==> config.mk <==
export PLATFORM = sky130hd
export DESIGN_NAME = bsc_div_cell
export DESIGN_NICKNAME = d
export VERILOG_FILES = /design/src/rtl/bsc_pkg.sv /design/src/rtl/bsc_div_cell.sv
export SDC_FILE = /design/constraint.sdc
export NUM_CORES = 1
export LEC_CHECK = 0
export ABC_CLOCK_PERIOD_IN_PS = 1100
export BUFFER_PORTS_ARGS = -buffer_cell sky130_fd_sc_hd__buf_4
export CAP_MARGIN = 10
export CORE_AREA = 2 2 180 182
export CTS_BUF_LIST = sky130_fd_sc_hd__clkbuf_16
export CTS_CLUSTER_SIZE = 14
export DETAILED_ROUTE_END_ITERATION = 7
export DIE_AREA = 0 0 182 184
export HOLD_SLACK_MARGIN = 0.12
export PLACE_DENSITY_LB_ADDON = 0.3
export SYNTH_ARGS = -nofsm -noshare
export SYNTH_HDL_FRONTEND = slang
export SYNTH_SLANG_ARGS = --single-unit
==> constraint.sdc <==
create_clock -name clk -period 1.1 [get_ports clk]
set_clock_uncertainty 0.15 [all_clocks]
set_input_delay 0.055 -clock clk [delete_from_list [all_inputs] [get_ports clk]]
set_output_delay 0.055 -clock clk [all_outputs]
set_load 0.05 [all_outputs]
==> src/rtl/bsc_pkg.sv <==
// bsc_pkg: shared constants, register codes and pipeline payload types
// for the barometric compensation datapath
// no dependencies
package bsc_pkg;

	localparam logic [63:0] TFINE_OFFSET = 64'd128000;
	localparam logic [63:0] PRESS_BASE   = 64'd1048576;
	localparam logic [63:0] PRESS_SCALE  = 64'd3125;
	localparam logic [63:0] TERM_47      = 64'h0000_8000_0000_0000;
	localparam logic [63:0] ROUND_255    = 64'd255;
	localparam logic [31:0] TEMP_ROUND   = 32'd128;
	localparam int unsigned DIV_CELLS    = 64;

	// configuration register index
	typedef enum logic [1:0] {
		REG_TEMP_CAL   = 2'd0,
		REG_PRESS_LOW  = 2'd1,
		REG_PRESS_MID  = 2'd2,
		REG_PRESS_HIGH = 2'd3
	} cfg_reg_e;

	// side data that rides along with the divider
	typedef struct packed {
		logic [31:0] temp;
		logic        neg;
		logic        dz;
	} bsc_side_t;

	// one divider cell payload: partial remainder, dividend/quotient, divisor
	typedef struct packed {
		logic [63:0] rem;
		logic [63:0] num;
		logic [63:0] dvs;
		bsc_side_t   side;
	} bsc_div_t;

	function automatic logic [63:0] sx16(input logic [15:0] v);
		return {{48{v[15]}}, v};
	endfunction

endpackage

==> src/rtl/bsc_div_cell.sv <==
// bsc_div_cell: one restoring-division step, one quotient bit per cell
// depends on bsc_pkg for the payload type
module bsc_div_cell (
	input  logic              clk,
	input  logic              arst_n,
	input  logic              en,
	input  logic              vld_up,
	input  bsc_pkg::bsc_div_t up,
	output logic              vld_dn,
	output bsc_pkg::bsc_div_t dn
);
	import bsc_pkg::*;

	logic [64:0] trial;
	logic [64:0] diff;
	logic        ge;
	logic        vld_q;
	bsc_div_t    pay_q;

	always_comb begin
		trial = {up.rem, up.num[63]};
		diff  = trial - {1'b0, up.dvs};
		ge    = trial >= {1'b0, up.dvs};
	end

	always_ff @(posedge clk or negedge arst_n) begin
		if (!arst_n) begin
			vld_q <= 1'b0;
		end else if (en) begin
			vld_q <= vld_up;
		end
	end

	always_ff @(posedge clk) begin
		if (en) begin
			pay_q.rem  <= ge ? diff[63:0] : trial[63:0];
			pay_q.num  <= {up.num[62:0], ge};
			pay_q.dvs  <= up.dvs;
			pay_q.side <= up.side;
		end
	end

	assign vld_dn = vld_q;
	assign dn     = pay_q;
endmodule

[Yosys cells after proc, flatten, opt, wreduce, memory -nomap -nowiden]
Cells that the tools add are included.
W data, S select, Z words.
Cells by class
  add/subtract/negate cells: 1
  order comparisons: 1
  muxes and demuxes: 1
Operator list (number)
  $ge A65 B64 Y1: 1
  $mux W64: 1
  $sub A64 B64 Y64: 1
Storage, ports and cells
  register bits after elaboration: 227
  output and inout bits: 227
  word-level logic and storage cells: 10

[Logic depth before layout (Yosys ltp)]
  word-level depth: 2
  depth in mapped cells: 16
  depth with buffers taken out: 13

[Worst setup path after synthesis]
No wires, ideal clock.
  path type: input to register
  from: in up[51] (netlist name)
  to: reg pay_q, in the netlist dn[221] (data pin)
  setup time: 266 ps
  data arrival time: 2615 ps
  data required time: 684 ps
  slack: -1931 ps
  cell stages on the path: 16
  path buffers: 4
  cells stage by stage: inv_1 > ha_1 > buf_2 > nand4_2 > nor3_2 > nand2_1 > a2111oi_4 > nor3_2 > o31ai_4 > a2111oi_2 > or2_4 > buf_6 > buf_6 > buf_2 > nand2_1 > o41ai_2
Between the ends
  longest elaborated chain between the ends: 2
  elaborated cells between the ends (all ways): 3
Ends and longest elaborated chain
  start, declared: RTL line bsc_div_cell.sv:8  | input bsc_pkg::bsc_div_t up,
  $sub A64 B64 Y64 or $ge A65 B64 Y1 (tied branches): RTL line bsc_div_cell.sv:22, bsc_div_cell.sv:23
  $mux W64 (*): RTL line bsc_div_cell.sv:36  | pay_q.rem <= ge ? diff[63:0] : trial[63:0];
  end, declared: RTL line bsc_div_cell.sv:18  | bsc_div_t pay_q;
Mark *: on every way between the ends. The rest lies on a longest branch, timed or not.
A chain may end at the register's enable or synchronous reset.

[Worst setup path in the final report]
  from: in up[72] (netlist name)
  to: reg pay_q, in the netlist dn[199] (data pin)
Between the ends
  longest elaborated chain between the ends: 2
Ends and longest elaborated chain
  $ge A65 B64 Y1: RTL line bsc_div_cell.sv:23  | ge = trial >= {1'b0, up.dvs};
  $mux W64: RTL line bsc_div_cell.sv:36
No other way between the ends.

==> out/qor.yml <==
grt_setup_unrepaired: "yes"
timing.max_cap.violations: 0
min_period_ps: 2720
end_kind: "register"
min_period_over_period_pct: 248
powerDensity_mw_per_mm2: 1410
internal_power_uw: 21400
die-width_um: 182
setup_viol: 292
syn_area_mm2: 0.0117
crit_path_start_kind: "input pin"
fp.dieH_um: 184
place_ws_ps: -2630
syn-num-nets: 1331
grt_overflow: 0
rows: 65
clock-root-buffer: "clkbuf_16"
gp_congestion: 0.845
initial_utilization_pct: 37.3
wl_per_cell_um: 21.8
cts_buffers: 25
clkTransAtPathRegs_ps: 60
layout-drive-gt1-share_pct: 52.6
cts_tree: "done"
synth_commonest_cells: "edfxtp_1 (226), nand2_1 (127), o21ai_0 (101)"
ys_seq_area_share_pct: 58.1
grt_use_total_pct: 29.1
clk_latency_ps: 530
ys_ff_latch: 227
drt-total-wl_um: 53100
synth_area_leaders: "edfxtp_1 (58%), ha_1 (6.8%), o21ai_0 (4.3%)"
synth_top_area_share_pct: 57.9
synth.most_common_cell: "edfxtp_1"
tightest_slew_ps: 488
combPwrFrac_pct: 40.1
synth_top_cell_by_area: "edfxtp_1"
grt_pass1_wl_um: 74600
ys_types: 68
status: "finished, violations left"
area_growth_pct: 101
ir_drop_v: 0.00198
violations: "hold timing, setup timing"
hold-worst-slack_ps: -443
synthArstFlopShare_pct: 0.441
ys_warn_count: 0
power.leakage_uw: 0.0103
fmax_mhz: 367
avgSynthCellArea_um2: 11.3
io_pins: 457
fin_nets: 2300
pwr-share-seq_pct: 33.7
p_sw_share_pct: 35.4
finalPower_uw: 33200
finalWorstSetupSlack_ps: -1620
fin_area_mm2: 0.0236
cts_buffer_depth: 3
antenna_found_initial: 11
drt-initial-drc-count: 699
max_slew_margin_pct: 67.5
critical_path_class: "input pin to register"
grt_max_degree: 27
hold_viol: 38
via_count: 12500
first_pass_iters: 5
netSwitchingPower_uw: 11700
cts_sinks: 227
place_area_mm2: 0.0180
hpwl_um: 32300
synth_ff_type: "edfxtp_1"
min_path_type: "input pin to register"
fp.coreArea_mm2: 0.0314
synth_edf_count: 226
worstPathMaxFanout: 7
worstPathRequired_ps: 1230
ant_nets: 0
first_global_vias: 13300
io_buffer_count: 456
cp_data_arrival_time_ps: 2860
dieArea_mm2: 0.0335
post-route-drc-count: 0
via_per_inst: 5.14
power_frac_clock_pct: 26.2
synthCells: 1036
slew_violations: 0
cts.htree.levels: 1
-- per-layer routing --
layer	vias to the layer above	share of wire, %	wire length, um	GRT usage, %
met5	-	0.053	28	0
met3	151	7.2	3800	6.93
met2	543	53	28400	55.0
met4	4	4.9	2620	13.2
met1	6065	34	18300	30.4
li1	5766	-	-	-
-- power groups by stage --
stage / Sequential, uW / Clock [uW] / Combinational [uW]
floorplan: 14200 / 0 / 2670
global placement: 11100 / 0 / 10100
detailed placement: 11100 / 0 / 10100
CTS: 11100 / 8670 / 12500
global route: 11200 / 9110 / 13900
finish: 11200 / 8700 / 13300
-- critical path: stages --
cell and delay, ps:
buf_4 90, inv_1 80, ha_4 320, a21oi_2 80
o21ai_4 140, a21oi_2 60, o41a_1 380, or3_4 380
o31ai_4 340, a2111oi_4 140, or2_4 340, buf_12 170
buf_16 140, nand2_2 50, o21ai_1 70
-- placed cells by master, fill, tap and decap left out, drive strengths merged, types with 37 or more instances in the layout --
| master | instances |
|---|---|
| a21oi | 87 |
| buf | 781 |
| edfxtp | 226 |
| dlygate4sd3 | 191 |
| nor2 | 53 |
| o21ai | 104 |
| ha | 64 |
| xnor2 | 37 |
| nand2 | 129 |
| inv | 92 |
-- flip-flops by register name, summed over array words and instances (netlist names) --
register	count
vld_dn	1
dn	226
-- timing repair --
item,CTS,global route
gates cloned,13,3
hold buffers,191,26
resized for setup,424,163
buffers inserted,27,14
endpoints found under the setup margin,292,318
pin swaps,61,55
endpoints found under the hold margin,453,144
-- final timing paths --
path,start,to,slack (ps),cells past startpoint
max,up[72],dn[199]$_DFFE_PP_,-1620,15
min,up[42],dn[42]$_DFFE_PP_,-440,1
max reg2reg,vld_dn$_DFFE_PN0P_,vld_dn$_DFFE_PN0P_,130,1
min reg2reg,vld_dn$_DFFE_PN0P_,vld_dn$_DFFE_PN0P_,430,1
max in group asynchronous,arst_n,vld_dn$_DFFE_PN0P_,460,3
min in group asynchronous,arst_n,vld_dn$_DFFE_PN0P_,230,3
-- final cells by class --
cell class | count | area [um2]
timing repair buffer | 979 | 9270
tap | 402 | 503
multi-input combinational | 686 | 5800
antenna | 10 | 25.0
clock inverter | 21 | 193
sequential | 227 | 6810
inverter | 86 | 355
clock buffer | 25 | 626
fill | 1950 | 7810
-- stage by stage --
step	util, %	TNS, ps	instances
after floorplan	-	-117310	1036
after global placement	57.4	-151570	2135
after detailed placement	57.4	-152620	2135
after CTS	72.7	-150380	2411
after global routing	75.1	-160530	2435
final	75.1	-147940	2436
-- kinds of logic after synthesis --
kind of cell / Yosys count / share of synthesized area [%]
flip-flops: 227 / 58.1
AO/OA/AOI/OAI: 293 / 15.5
buffers and inverters: 125 / 4.31
adder cells (fa/ha/maj): 65 / 7.00
multiplexers: 1 / 0.0961
AND/OR/NAND/NOR: 266 / 10.5
XOR/XNOR: 59 / 4.41
(Power assumes the default switching activity.)
